<file path="src/rtl/afp_pkg.sv">
`timescale 1ns / 1ps
// ----------------------------------------------------------------------------
// afp_pkg: shared types and constants for the adaptive frame pacer
// Sequencer states, command and action codes, divider status, fixed constants.
// ----------------------------------------------------------------------------
package afp_pkg;

  localparam int unsigned CfgIdxW  = 2;
  localparam int unsigned CfgDataW = 16;
  localparam int unsigned PendW    = 10;

  // configuration register indexes
  localparam logic [CfgIdxW-1:0] CFG_PERIOD = 2'd0;
  localparam logic [CfgIdxW-1:0] CFG_TICK   = 2'd1;
  localparam logic [CfgIdxW-1:0] CFG_RTM    = 2'd2;

  // shared divider geometry
  localparam int unsigned DivW     = 32;
  localparam int unsigned DivisorW = 8;

  // interval adaptation constants (percent math, round half up)
  localparam int unsigned RelaxNum = 105;
  localparam int unsigned TightNum = 96;
  localparam int unsigned PctRound = 50;
  localparam logic [7:0]  DropMax  = 8'd200;
  localparam logic [7:0]  DropMin  = 8'd3;
  localparam logic [3:0]  QuietLim = 4'd8;
  localparam logic [9:0]  BacklogLim = 10'd2;
  localparam logic signed [31:0] SlackMin = -32'sd127;

  // x / 100 as (x * 5243) >> 19, exact for any 15-bit x
  localparam int unsigned PctNumW    = 15;
  localparam logic [12:0] RecipMul   = 13'd5243;
  localparam int unsigned RecipShift = 19;

  typedef enum logic [1:0] {
    CMD_TICK = 2'd0,
    CMD_SLOT = 2'd1,
    CMD_DROP = 2'd2
  } afp_cmd_e;

  typedef enum logic [1:0] {
    ACT_NONE   = 2'd0,
    ACT_RENDER = 2'd1,
    ACT_SKIP   = 2'd2
  } afp_action_e;

  typedef enum logic [3:0] {
    S_IDLE,
    S_TICK_ADD,
    S_TICK_CHK,
    S_SLOT,
    S_RELAX,
    S_RELAX_SET,
    S_SKIP_CHK,
    S_MOD,
    S_DROP,
    S_DROP_WAIT,
    S_DROP_SET,
    S_DONE
  } afp_state_e;

  typedef struct packed {
    logic busy;
    logic done;
  } div_stat_t;

  // -256 * round_half_up(period / 256)
  function automatic logic [31:0] init_slack(input logic [15:0] period);
    logic [16:0] sum;
    logic [31:0] rounded;
    sum     = {1'b0, period} + 17'd128;
    rounded = {15'b0, sum[16:8], 8'b0};
    return 32'd0 - rounded;
  endfunction

endpackage

</file>
<file path="src/rtl/afp_in_if.sv">
`timescale 1ns / 1ps
// ----------------------------------------------------------------------------
// afp_in_if: event channel into the frame pacer
// Valid/ready handshake carrying one command per transaction.
// ----------------------------------------------------------------------------
interface afp_in_if;
  logic       valid;
  logic       ready;
  logic [1:0] command;
  logic [6:0] drop_percent;

  modport source (output valid, output command, output drop_percent, input ready);
  modport sink   (input valid, input command, input drop_percent, output ready);
endinterface

</file>
<file path="src/rtl/afp_out_if.sv">
`timescale 1ns / 1ps
// ----------------------------------------------------------------------------
// afp_out_if: result channel out of the frame pacer
// Valid/ready handshake carrying one decision per transaction.
// ----------------------------------------------------------------------------
interface afp_out_if;
  logic       valid;
  logic       ready;
  logic [1:0] action;
  logic       frame_due;
  logic [9:0] backlog_seen;
  logic [7:0] drop_interval_now;

  modport source (output valid, output action, output frame_due, output backlog_seen,
                  output drop_interval_now, input ready);
  modport sink   (input valid, input action, input frame_due, input backlog_seen,
                  input drop_interval_now, output ready);
endinterface

</file>
<file path="src/rtl/afp_div.sv">
`timescale 1ns / 1ps
// ----------------------------------------------------------------------------
// afp_div: shared restoring divider
// One quotient bit per cycle; remainder of a 32-bit dividend by an 8-bit
// nonzero divisor.
// ----------------------------------------------------------------------------
module afp_div (
  input  logic                                clk_i,
  input  logic                                rst_ni,
  input  logic                                start_i,
  input  logic [afp_pkg::DivW-1:0]            dividend_i,
  input  logic [afp_pkg::DivisorW-1:0]        divisor_i,
  output afp_pkg::div_stat_t                  stat_o,
  output logic [afp_pkg::DivisorW-1:0]        rem_o
);
  import afp_pkg::*;

  localparam int unsigned CntW = $clog2(DivW);

  logic [DivW-1:0]     dvd_q, dvd_d;
  logic [DivisorW-1:0] dsr_q, dsr_d;
  logic [DivisorW-1:0] rem_q, rem_d;
  logic [CntW-1:0]     cnt_q, cnt_d;
  logic                busy_q, busy_d;
  logic                done_q, done_d;

  logic [DivisorW:0] part;
  logic [DivisorW:0] diff;
  logic              fits;

  assign part = {rem_q, dvd_q[DivW-1]};
  assign diff = part - {1'b0, dsr_q};
  assign fits = part >= {1'b0, dsr_q};

  always_comb begin
    dvd_d  = dvd_q;
    dsr_d  = dsr_q;
    rem_d  = rem_q;
    cnt_d  = cnt_q;
    busy_d = busy_q;
    done_d = 1'b0;
    if (start_i) begin
      dvd_d  = dividend_i;
      dsr_d  = divisor_i;
      rem_d  = '0;
      cnt_d  = '0;
      busy_d = 1'b1;
    end else if (busy_q) begin
      rem_d = fits ? diff[DivisorW-1:0] : part[DivisorW-1:0];
      dvd_d = {dvd_q[DivW-2:0], fits};
      cnt_d = cnt_q + 1'b1;
      if (cnt_q == CntW'(DivW - 1)) begin
        busy_d = 1'b0;
        done_d = 1'b1;
      end
    end
  end

  always_ff @(posedge clk_i or negedge rst_ni) begin
    if (!rst_ni) begin
      cnt_q  <= '0;
      busy_q <= 1'b0;
      done_q <= 1'b0;
    end else begin
      cnt_q  <= cnt_d;
      busy_q <= busy_d;
      done_q <= done_d;
    end
  end

  always_ff @(posedge clk_i) begin
    dvd_q <= dvd_d;
    dsr_q <= dsr_d;
    rem_q <= rem_d;
  end

  assign stat_o.busy = busy_q;
  assign stat_o.done = done_q;
  assign rem_o       = rem_q;

endmodule

</file>
<file path="src/rtl/adaptive_frame_pacer_unit.sv">
`timescale 1ns / 1ps
// ----------------------------------------------------------------------------
// adaptive_frame_pacer_unit: frame pacing and render/skip decisions
// Sequencer around one shared restoring divider; one result per command.
// ----------------------------------------------------------------------------
// The pacer takes one command transaction at a time and returns exactly one
// result transaction for it. Every command runs accept first and hand-off
// last, until the next command can be taken with the output register free.
// Between them a timer tick runs saturating add and deadline check; a tick
// outside real-time mode or the spare command runs nothing. A drop request
// runs an update, plus scale and apply steps for the percent scaling x / 100
// (a reciprocal multiply) when the interval is tightened. A render slot runs
// a slot check; unless nothing is pending it adds relax and relax-set steps
// when it relaxes the interval, then a skip check, then a modulo wait when it
// tests the periodic skip: rendered_count modulo the interval runs on the
// shared divider, one quotient bit per cycle. Input ready is high only while
// the sequencer is idle; a finished result sits in the output register, so a
// new command is taken while the previous result still waits, and a result
// stalls in hand-off only while the one before it is still unaccepted.
// Configuration writes go straight to the registers; writing the frame period
// reloads the deadline slack and clears the rendered count.
// ----------------------------------------------------------------------------
module adaptive_frame_pacer_unit #(
  parameter int unsigned MAX_PENDING = 1000
) (
  input  logic                          clk_i,
  input  logic                          rst_ni,
  afp_in_if.sink                        in_i,
  afp_out_if.source                     out_o,
  input  logic                          cfg_we_i,
  input  logic [afp_pkg::CfgIdxW-1:0]   cfg_idx_i,
  input  logic [afp_pkg::CfgDataW-1:0]  cfg_data_i
);
  import afp_pkg::*;

  localparam logic [PendW-1:0] MaxPend = PendW'(MAX_PENDING);

  // sequencer and command context
  afp_state_e  state_q, state_d;
  logic [6:0]  pct_q, pct_d;
  afp_action_e act_q, act_d;
  logic        due_q, due_d;

  // configuration
  logic [15:0] period_q, period_d;
  logic [7:0]  tick_q, tick_d;
  logic        rtm_q, rtm_d;

  // pacing state
  logic [31:0]      slack_q, slack_d;
  logic [PendW-1:0] pend_q, pend_d;
  logic [PendW-1:0] backlog_q, backlog_d;
  logic [31:0]      rend_q, rend_d;
  logic [7:0]       di_q, di_d;
  logic [3:0]       quiet_q, quiet_d;

  // percent scaling: numerator, then quotient
  logic [PctNumW-1:0] num_q, num_d;
  logic [7:0]         quot_q, quot_d;

  // output register
  logic             out_valid_q, out_valid_d;
  logic [1:0]       out_act_q;
  logic             out_due_q;
  logic [PendW-1:0] out_backlog_q;
  logic [7:0]       out_di_q;
  logic             load_out;

  // shared divider
  logic                div_start;
  logic [DivW-1:0]     div_dvd;
  logic [DivisorW-1:0] div_dsr;
  div_stat_t           div_stat;
  logic [DivisorW-1:0] div_rem;

  // datapath helpers
  logic [32:0] tick_sum;
  logic [31:0] tick_sat;
  logic [3:0]  quiet_inc;
  logic [27:0] recip_prod;
  logic [8:0]  relaxed_adj;
  logic        skip;

  afp_div u_div (
    .clk_i      (clk_i),
    .rst_ni     (rst_ni),
    .start_i    (div_start),
    .dividend_i (div_dvd),
    .divisor_i  (div_dsr),
    .stat_o     (div_stat),
    .rem_o      (div_rem)
  );

  // slack + tick*256, clamped at the largest positive value
  assign tick_sum  = {slack_q[31], slack_q} + {17'b0, tick_q, 8'b0};
  assign tick_sat  = (!tick_sum[32] && tick_sum[31]) ? 32'h7FFF_FFFF : tick_sum[31:0];
  assign quiet_inc = quiet_q + 4'd1;

  // num / 100 by reciprocal multiply
  assign recip_prod = {13'b0, num_q} * {15'b0, RecipMul};

  // relax: bump by one if 5% rounds to no change
  assign relaxed_adj = (quot_q == di_q) ? {1'b0, quot_q} + 9'd1 : {1'b0, quot_q};

  assign in_i.ready = (state_q == S_IDLE);

  always_comb begin
    state_d   = state_q;
    pct_d     = pct_q;
    act_d     = act_q;
    due_d     = due_q;
    period_d  = period_q;
    tick_d    = tick_q;
    rtm_d     = rtm_q;
    slack_d   = slack_q;
    pend_d    = pend_q;
    backlog_d = backlog_q;
    rend_d    = rend_q;
    di_d      = di_q;
    quiet_d   = quiet_q;
    num_d     = num_q;
    quot_d    = quot_q;
    div_start = 1'b0;
    div_dvd   = '0;
    div_dsr   = '0;
    load_out  = 1'b0;
    skip      = 1'b0;

    case (state_q)
      S_IDLE: begin
        if (in_i.valid) begin
          pct_d = in_i.drop_percent;
          act_d = ACT_NONE;
          due_d = 1'b0;
          case (afp_cmd_e'(in_i.command))
            CMD_TICK: state_d = rtm_q ? S_TICK_ADD : S_DONE;
            CMD_SLOT: state_d = S_SLOT;
            CMD_DROP: state_d = S_DROP;
            default:  state_d = S_DONE;
          endcase
        end
      end

      S_TICK_ADD: begin
        slack_d = tick_sat;
        state_d = S_TICK_CHK;
      end

      S_TICK_CHK: begin
        // deadline reached once slack climbs to within half a ms
        if ($signed(slack_q) >= SlackMin) begin
          slack_d   = slack_q - {16'b0, period_q};
          backlog_d = pend_q;
          if (pend_q < MaxPend) begin
            pend_d = pend_q + 1'b1;
          end
          due_d = 1'b1;
        end
        state_d = S_DONE;
      end

      S_SLOT: begin
        if (rtm_q && (pend_q == '0)) begin
          state_d = S_DONE;
        end else begin
          if (rtm_q) begin
            pend_d = pend_q - 1'b1;
          end
          quiet_d = quiet_inc;
          if ((quiet_inc >= QuietLim) && (di_q != '0)) begin
            num_d   = {7'b0, di_q} * PctNumW'(RelaxNum) + PctNumW'(PctRound);
            state_d = S_RELAX;
          end else begin
            state_d = S_SKIP_CHK;
          end
        end
      end

      S_RELAX: begin
        quot_d  = recip_prod[RecipShift +: 8];
        state_d = S_RELAX_SET;
      end

      S_RELAX_SET: begin
        di_d    = (relaxed_adj > {1'b0, DropMax}) ? 8'd0 : relaxed_adj[7:0];
        quiet_d = '0;
        state_d = S_SKIP_CHK;
      end

      S_SKIP_CHK: begin
        if (backlog_q > BacklogLim) begin
          skip    = 1'b1;
          act_d   = (skip && rtm_q) ? ACT_SKIP : ACT_RENDER;
          state_d = S_DONE;
        end else if (di_q != '0) begin
          div_start = 1'b1;
          div_dvd   = rend_q;
          div_dsr   = di_q;
          state_d   = S_MOD;
        end else begin
          rend_d  = rend_q + 32'd1;
          act_d   = ACT_RENDER;
          state_d = S_DONE;
        end
      end

      S_MOD: begin
        if (div_stat.done) begin
          // periodic skip at the end and the middle of each interval
          skip    = (div_rem == di_q - 8'd1) || (div_rem == (di_q >> 1));
          rend_d  = rend_q + 32'd1;
          act_d   = (skip && rtm_q) ? ACT_SKIP : ACT_RENDER;
          state_d = S_DONE;
        end
      end

      S_DROP: begin
        state_d = S_DONE;
        if (pct_q != '0) begin
          quiet_d = '0;
          if (di_q == '0) begin
            di_d = DropMax;
          end else if (di_q > DropMin) begin
            num_d   = {7'b0, di_q} * PctNumW'(TightNum) + PctNumW'(PctRound);
            state_d = S_DROP_WAIT;
          end
        end
      end

      S_DROP_WAIT: begin
        quot_d  = recip_prod[RecipShift +: 8];
        state_d = S_DROP_SET;
      end

      S_DROP_SET: begin
        di_d    = (quot_q < DropMin) ? DropMin : quot_q;
        state_d = S_DONE;
      end

      S_DONE: begin
        if (!out_valid_q || out_o.ready) begin
          load_out = 1'b1;
          state_d  = S_IDLE;
        end
      end

      default: state_d = S_IDLE;
    endcase

    // the user must make config land only while idle; the block does not enforce it
    if (cfg_we_i) begin
      case (cfg_idx_i)
        CFG_PERIOD: begin
          period_d = cfg_data_i;
          slack_d  = init_slack(cfg_data_i);
          rend_d   = '0;
        end
        CFG_TICK: tick_d = cfg_data_i[7:0];
        CFG_RTM:  rtm_d  = cfg_data_i[0];
        default: ;
      endcase
    end
  end

  always_comb begin
    if (load_out) begin
      out_valid_d = 1'b1;
    end else if (out_o.ready) begin
      out_valid_d = 1'b0;
    end else begin
      out_valid_d = out_valid_q;
    end
  end

  always_ff @(posedge clk_i or negedge rst_ni) begin
    if (!rst_ni) begin
      state_q     <= S_IDLE;
      pct_q       <= '0;
      act_q       <= ACT_NONE;
      due_q       <= 1'b0;
      period_q    <= 16'd10240;
      tick_q      <= 8'd1;
      rtm_q       <= 1'b1;
      slack_q     <= init_slack(16'd10240);
      pend_q      <= '0;
      backlog_q   <= '0;
      rend_q      <= '0;
      di_q        <= '0;
      quiet_q     <= '0;
      num_q       <= '0;
      quot_q      <= '0;
      out_valid_q <= 1'b0;
    end else begin
      state_q     <= state_d;
      pct_q       <= pct_d;
      act_q       <= act_d;
      due_q       <= due_d;
      period_q    <= period_d;
      tick_q      <= tick_d;
      rtm_q       <= rtm_d;
      slack_q     <= slack_d;
      pend_q      <= pend_d;
      backlog_q   <= backlog_d;
      rend_q      <= rend_d;
      di_q        <= di_d;
      quiet_q     <= quiet_d;
      num_q       <= num_d;
      quot_q      <= quot_d;
      out_valid_q <= out_valid_d;
    end
  end

  always_ff @(posedge clk_i) begin
    if (load_out) begin
      out_act_q     <= act_q;
      out_due_q     <= due_q;
      out_backlog_q <= backlog_q;
      out_di_q      <= di_q;
    end
  end

  assign out_o.valid             = out_valid_q;
  assign out_o.action            = out_act_q;
  assign out_o.frame_due         = out_due_q;
  assign out_o.backlog_seen      = out_backlog_q;
  assign out_o.drop_interval_now = out_di_q;

  // pending frame count never grows past the cap
  a_pend_cap: assert property (@(posedge clk_i) disable iff (!rst_ni)
    pend_q <= MaxPend)
    else $error("pending frame count above cap");

  // interval is off or within its working range
  a_di_range: assert property (@(posedge clk_i) disable iff (!rst_ni)
    (di_q == '0) || ((di_q >= DropMin) && (di_q <= DropMax)))
    else $error("drop interval out of range");

  // divider results only arrive while the sequencer waits for the modulo
  a_div_owner: assert property (@(posedge clk_i) disable iff (!rst_ni)
    div_stat.done |-> (state_q == S_MOD))
    else $error("divider finished with no consumer");

  // a deadline result never carries a render decision
  a_due_no_act: assert property (@(posedge clk_i) disable iff (!rst_ni)
    load_out && due_q |-> act_q == ACT_NONE)
    else $error("frame due together with render action");

  // a divider pass is never started while one is running
  a_div_start: assert property (@(posedge clk_i) disable iff (!rst_ni)
    div_start |-> !div_stat.busy)
    else $error("divider restarted while busy");

endmodule

</file>
<file path="src/flat_wrapper.sv">
// flat-port wrapper written by rule: the top's interface ports become plain ports
module adaptive_frame_pacer_unit_flat import afp_pkg::*;
#(
  parameter int unsigned MAX_PENDING = 1000
)
  (clk_i, rst_ni, cfg_we_i, cfg_idx_i, cfg_data_i, in_i_valid, in_i_command, in_i_drop_percent, in_i_ready, out_o_valid, out_o_action, out_o_frame_due, out_o_backlog_seen, out_o_drop_interval_now, out_o_ready);
  afp_in_if in_i_i ();
  afp_out_if out_o_i ();
  input  logic clk_i;
  input  logic rst_ni;
  input  logic cfg_we_i;
  input  logic [afp_pkg::CfgIdxW-1:0] cfg_idx_i;
  input  logic [afp_pkg::CfgDataW-1:0] cfg_data_i;
  input wire logic [$bits(in_i_i.valid)-1:0] in_i_valid;
  input wire logic [$bits(in_i_i.command)-1:0] in_i_command;
  input wire logic [$bits(in_i_i.drop_percent)-1:0] in_i_drop_percent;
  output wire logic [$bits(in_i_i.ready)-1:0] in_i_ready;
  output wire logic [$bits(out_o_i.valid)-1:0] out_o_valid;
  output wire logic [$bits(out_o_i.action)-1:0] out_o_action;
  output wire logic [$bits(out_o_i.frame_due)-1:0] out_o_frame_due;
  output wire logic [$bits(out_o_i.backlog_seen)-1:0] out_o_backlog_seen;
  output wire logic [$bits(out_o_i.drop_interval_now)-1:0] out_o_drop_interval_now;
  input wire logic [$bits(out_o_i.ready)-1:0] out_o_ready;
  assign in_i_i.valid = in_i_valid;
  assign in_i_i.command = in_i_command;
  assign in_i_i.drop_percent = in_i_drop_percent;
  assign in_i_ready = in_i_i.ready;
  assign out_o_valid = out_o_i.valid;
  assign out_o_action = out_o_i.action;
  assign out_o_frame_due = out_o_i.frame_due;
  assign out_o_backlog_seen = out_o_i.backlog_seen;
  assign out_o_drop_interval_now = out_o_i.drop_interval_now;
  assign out_o_i.ready = out_o_ready;
  adaptive_frame_pacer_unit #(.MAX_PENDING(MAX_PENDING)) u_core (.clk_i(clk_i), .rst_ni(rst_ni), .in_i(in_i_i), .out_o(out_o_i), .cfg_we_i(cfg_we_i), .cfg_idx_i(cfg_idx_i), .cfg_data_i(cfg_data_i));
endmodule
</file>
<file path="config.mk">
export PLATFORM = sky130hd
export DESIGN_NAME = adaptive_frame_pacer_unit_flat
export DESIGN_NICKNAME = d
export VERILOG_FILES = /design/src/rtl/afp_pkg.sv /design/src/rtl/afp_in_if.sv /design/src/rtl/afp_out_if.sv /design/src/rtl/afp_div.sv /design/src/rtl/adaptive_frame_pacer_unit.sv /design/src/flat_wrapper.sv
export SDC_FILE = /design/constraint.sdc
export NUM_CORES = 1
export LEC_CHECK = 0
export BUFFER_PORTS_ARGS = -buffer_cell sky130_fd_sc_hd__clkbuf_2
export CAP_MARGIN = 10
export CELL_PAD_IN_SITES_DETAIL_PLACEMENT = 2
export CELL_PAD_IN_SITES_GLOBAL_PLACEMENT = 2
export CORE_MARGIN = 3
export CORE_UTILIZATION = 40
export CTS_CLUSTER_SIZE = 24
export DETAILED_ROUTE_END_ITERATION = 7
export GPL_ROUTABILITY_DRIVEN = 1
export GPL_TIMING_DRIVEN = 0
export PLACE_DENSITY = 0.8
export SETUP_SLACK_MARGIN = 0.2
export SLEW_MARGIN = 25
export SYNTH_ARGS = -nofsm -noshare
export SYNTH_HDL_FRONTEND = slang
export SYNTH_SLANG_ARGS = --single-unit
</file>
<file path="constraint.sdc">
create_clock -name clk_i -period 5.9 [get_ports clk_i]
set_clock_uncertainty 0.1 [all_clocks]
set_input_delay 0.59 -clock clk_i [delete_from_list [all_inputs] [get_ports clk_i]]
set_output_delay 0.59 -clock clk_i [all_outputs]
set_load 0.03 [all_outputs]
</file>
==> flow_summary_export.csv <==
group,metric,value,unit
timing,fin_crit_sh,0.9359,
yosys,ys.flop_type,"dfrtp_1",
die,start_util,0.4092,
clock_network,h-tree-depth,1,
clock_network,root_buffer,"clkbuf_16",
routing,drt_first_pass_iters,7,
timing,drv_slew,0,
yosys,synth_nets,2264,
routing,drc,0,
timing,fin_ws,0.3781,ns
final_layout,fin_util,0.4588,
global_route,grt_max_degree,80,
critical_path,r2r-start,"u_core.num_q[10]$_DFFE_PN0P_",
timing,setup_viol,0,
critical_path,cp.required,6.25,ns
final_layout,fin_nets,2363,
place,place_hpwl,44820,um
timing,period_needed,5.522,ns
critical_path,critPathMaxFanout,6,
critical_path,cp-startpoint,"u_core.num_q[10]$_DFFE_PN0P_",
yosys,ys_seq_area_frac,0.3383,
yosys,netlist_instances,1947,
critical_path,setup.worst_path.start_class,"flop",
yosys,synthMuxAreaShare,0.02509,
global_route,antenna_found_initial,0,
routing,first_iter_violations,653,
global_route,grt-ovfl-total,0,
global_route,grt_pass1_wl,94550,um
timing,max_clock_freq,0.1811,GHz
clock_network,clk_pin_slew_worst_paths,0.06,ns
yosys,yosys.cell_types.count,82,
worst_hold_path,hp-class,"input port to flop",
routing,viasPerCell,5.567,
yosys,synth_compound_gate_area_share,0.1292,
global_route,grtUsageTotal,0.2474,
critical_path,worst_ep_arrival_time,5.88,ns
die,fp.coreArea,44610,um2
timing,tightest_slew,1.119,ns
yosys,synth_fa_ha_area_frac,0.2303,
yosys,syn_avg_cell_area,9.375,um2
final_layout,final_common_cell,"nand2_1",
routing,wl_per_cell,22.11,um
die,fp.dieW,219.6,um
place,dp_slack,-0.2826,ns
die,die_h,219.6,um
yosys,async_flop_share,0.7064,
yosys,ys_ff_latch,235,
final_layout,multi_input_area,11160,um2
timing,hold_viol_final,0,
final_layout,diodes,0,
yosys,synthSimpleGateAreaFrac,0.1530,
final_layout,syn_to_final_growth,12.11,%
timing,slew_headroom,0.2471,
worst_hold_path,worstHoldStart,"in_i_drop_percent[0]",
run_status,status,"completed",
clock_network,clock_path_buffers,3,
die,rows,77,
final_layout,fill_cells,4912,
final_layout,layout_common_cells,"nand2_1 (230), ha_1 (195), inv_1 (191), nor2_1 (135), dfrtp_1 (131)",
routing,drt-total-wl,58850,um
clock_network,cts_buffers,29,
routing,postRouteAntennaNets,0,
yosys,synth_edf_count,61,
final_layout,drive_gt1_frac,0.1107,
clock_network,cts_tree,"built",
final_layout,stdcell_area,20460,um2
place,io_buffers,52,
run,drv_cap,0,
clock_network,clkLatencyLatePin,0.58,ns
critical_path,worst-setup-path-type,"flop to flop",
yosys,syn_area,18250,um2
yosys,synth_xor_area_frac,0.06861,
place,placed_cell_area,19330,um2
die,die_area,48230,um2
yosys,ys_warn_count,0,
clock_network,numClockSinks,235,
die,boundaryPins,55,
global_route,grt_pass1_vias,16880,
critical_path,worstSetupEndpointType,"flop",
timing,rsz0062_at_grt,"false",
final_layout,seq_area,6190,um2
routing,vias,14820,
place,place_congestion,0.8603,
yosys,synth_top_family_by_area,"adder cells",
-- flip-flops by register name, summed over array words and instances, names as in the netlist, 5 cells and up --
name                            count
u_core.quot_q                       8
u_core.pct_q                        7
u_core.pend_q                      10
u_core.u_div.cnt_q                  5
u_core.backlog_q                   10
u_core.rend_q                      32
u_core.out_o.backlog_seen          10
u_core.num_q                       15
u_core.u_div.dvd_q                 32
u_core.out_o.drop_interval_now      8
u_core.tick_q                       8
u_core.di_q                         8
u_core.slack_q                     32
u_core.period_q                    16
u_core.u_div.dsr_q                  8
u_core.u_div.rem_o                  8
-- critical path, stage by stage, from the launching register on --
cell	delay [ns]
dfrtp_2	0.48
buf_4	0.17
ha_1	0.31
fa_1	0.50
fa_1	0.52
inv_1	0.05
fa_1	0.46
fa_1	0.56
inv_1	0.04
ha_1	0.30
a21o_1	0.16
a21o_1	0.18
a21oi_2	0.20
o21ai_4	0.11
a221o_1	0.41
a211oi_4	0.29
o21bai_1	0.14
xor2_1	0.16
mux2_4	0.26
-- cells in the mapped netlist (23+ instances only) --
cell type / instances / share of area
nor3_1: 28 / 0.0077
mux2_2: 30 / 0.019
clkbuf_1: 47 / 0.0097
fa_1: 85 / 0.093
edfxtp_1: 61 / 0.10
xnor2_1: 91 / 0.044
and3_1: 23 / 0.0079
dfstp_2: 24 / 0.035
xor2_1: 52 / 0.025
nor2_1: 135 / 0.028
o21ai_0: 117 / 0.032
nand3_1: 57 / 0.016
a21oi_1: 89 / 0.024
inv_1: 197 / 0.041
dfrtp_1: 142 / 0.19
nand2_1: 231 / 0.048
ha_1: 200 / 0.14
-- cell families (layout without fill, tap and decap cells) --
kind of cell / count (synthesis) / count (layout)
simple gates: 600 / 600
compound gates: 377 / 377
fa+ha+maj: 285 / 285
buf+inv: 265 / 387
flops: 235 / 235
xor+xnor: 143 / 143
mux: 42 / 42
-- through the flow --
stage                     hold WS (ns)  TNS, ns  cells
after floorplan                 0.1944        0   1947
after global placement          0.3365  -0.4008   2591
after detailed placement        0.3409  -0.7505   2593
after CTS                       0.1115        0   2655
after global routing            0.1165        0   2661
final                           0.1444        0   2661
-- layout make-up --
cell class | instances | share of cell area
Buffer | 67 | 0.01321
Tap cell | 592 | 0.03620
Clock buffer | 49 | 0.04158
Inverter | 198 | 0.03632
Clock inverter | 5 | 0.003424
Timing Repair Buffer | 68 | 0.02146
Multi-Input combinational cell | 1447 | 0.5453
Sequential cell | 235 | 0.3025
-- metal layers --
| layer | part of all wire | vias up | GRT usage |
|---|---|---|---|
| met5 | 0 | - | 0 |
| met2 | 0.52 | 218 | 0.4644 |
| li1 | - | 6904 | - |
| met4 | 0.024 | 0 | 0.06074 |
| met3 | 0.029 | 85 | 0.02330 |
| met1 | 0.43 | 7608 | 0.3043 |
-- path summary, 6_finish.rpt --
check,end,slack [ns],depth (start not counted)
max,u_core.quot_q[6]$_DFFE_PN0P_,0.38,18
min reg2reg,u_core.out_o.action[0]$_DFFE_PP_,0.35,0
min in group asynchronous,u_core.period_q[15]$_DFFE_PN0P_,0.32,2
max reg2reg,u_core.quot_q[6]$_DFFE_PN0P_,0.38,18
min,u_core.pct_q[0]$_DFFE_PN0P_,0.14,2
max in group asynchronous,u_core.num_q[0]$_DFFE_PN0P_,4.70,3
-- timing repair --
action / in CTS / in global routing
buffers inserted: 7 / 6
hold buffers: 1 / 0
setup endpoints to repair: 5 / 8
gates resized for setup: 9 / 26
pin swaps: 2 / 17
endpoints found under the hold margin: 8 / 0
Power is left out: the tool's default activity adds up to more than one toggle a clock period on the data nets, which glitch-free logic cannot reach.
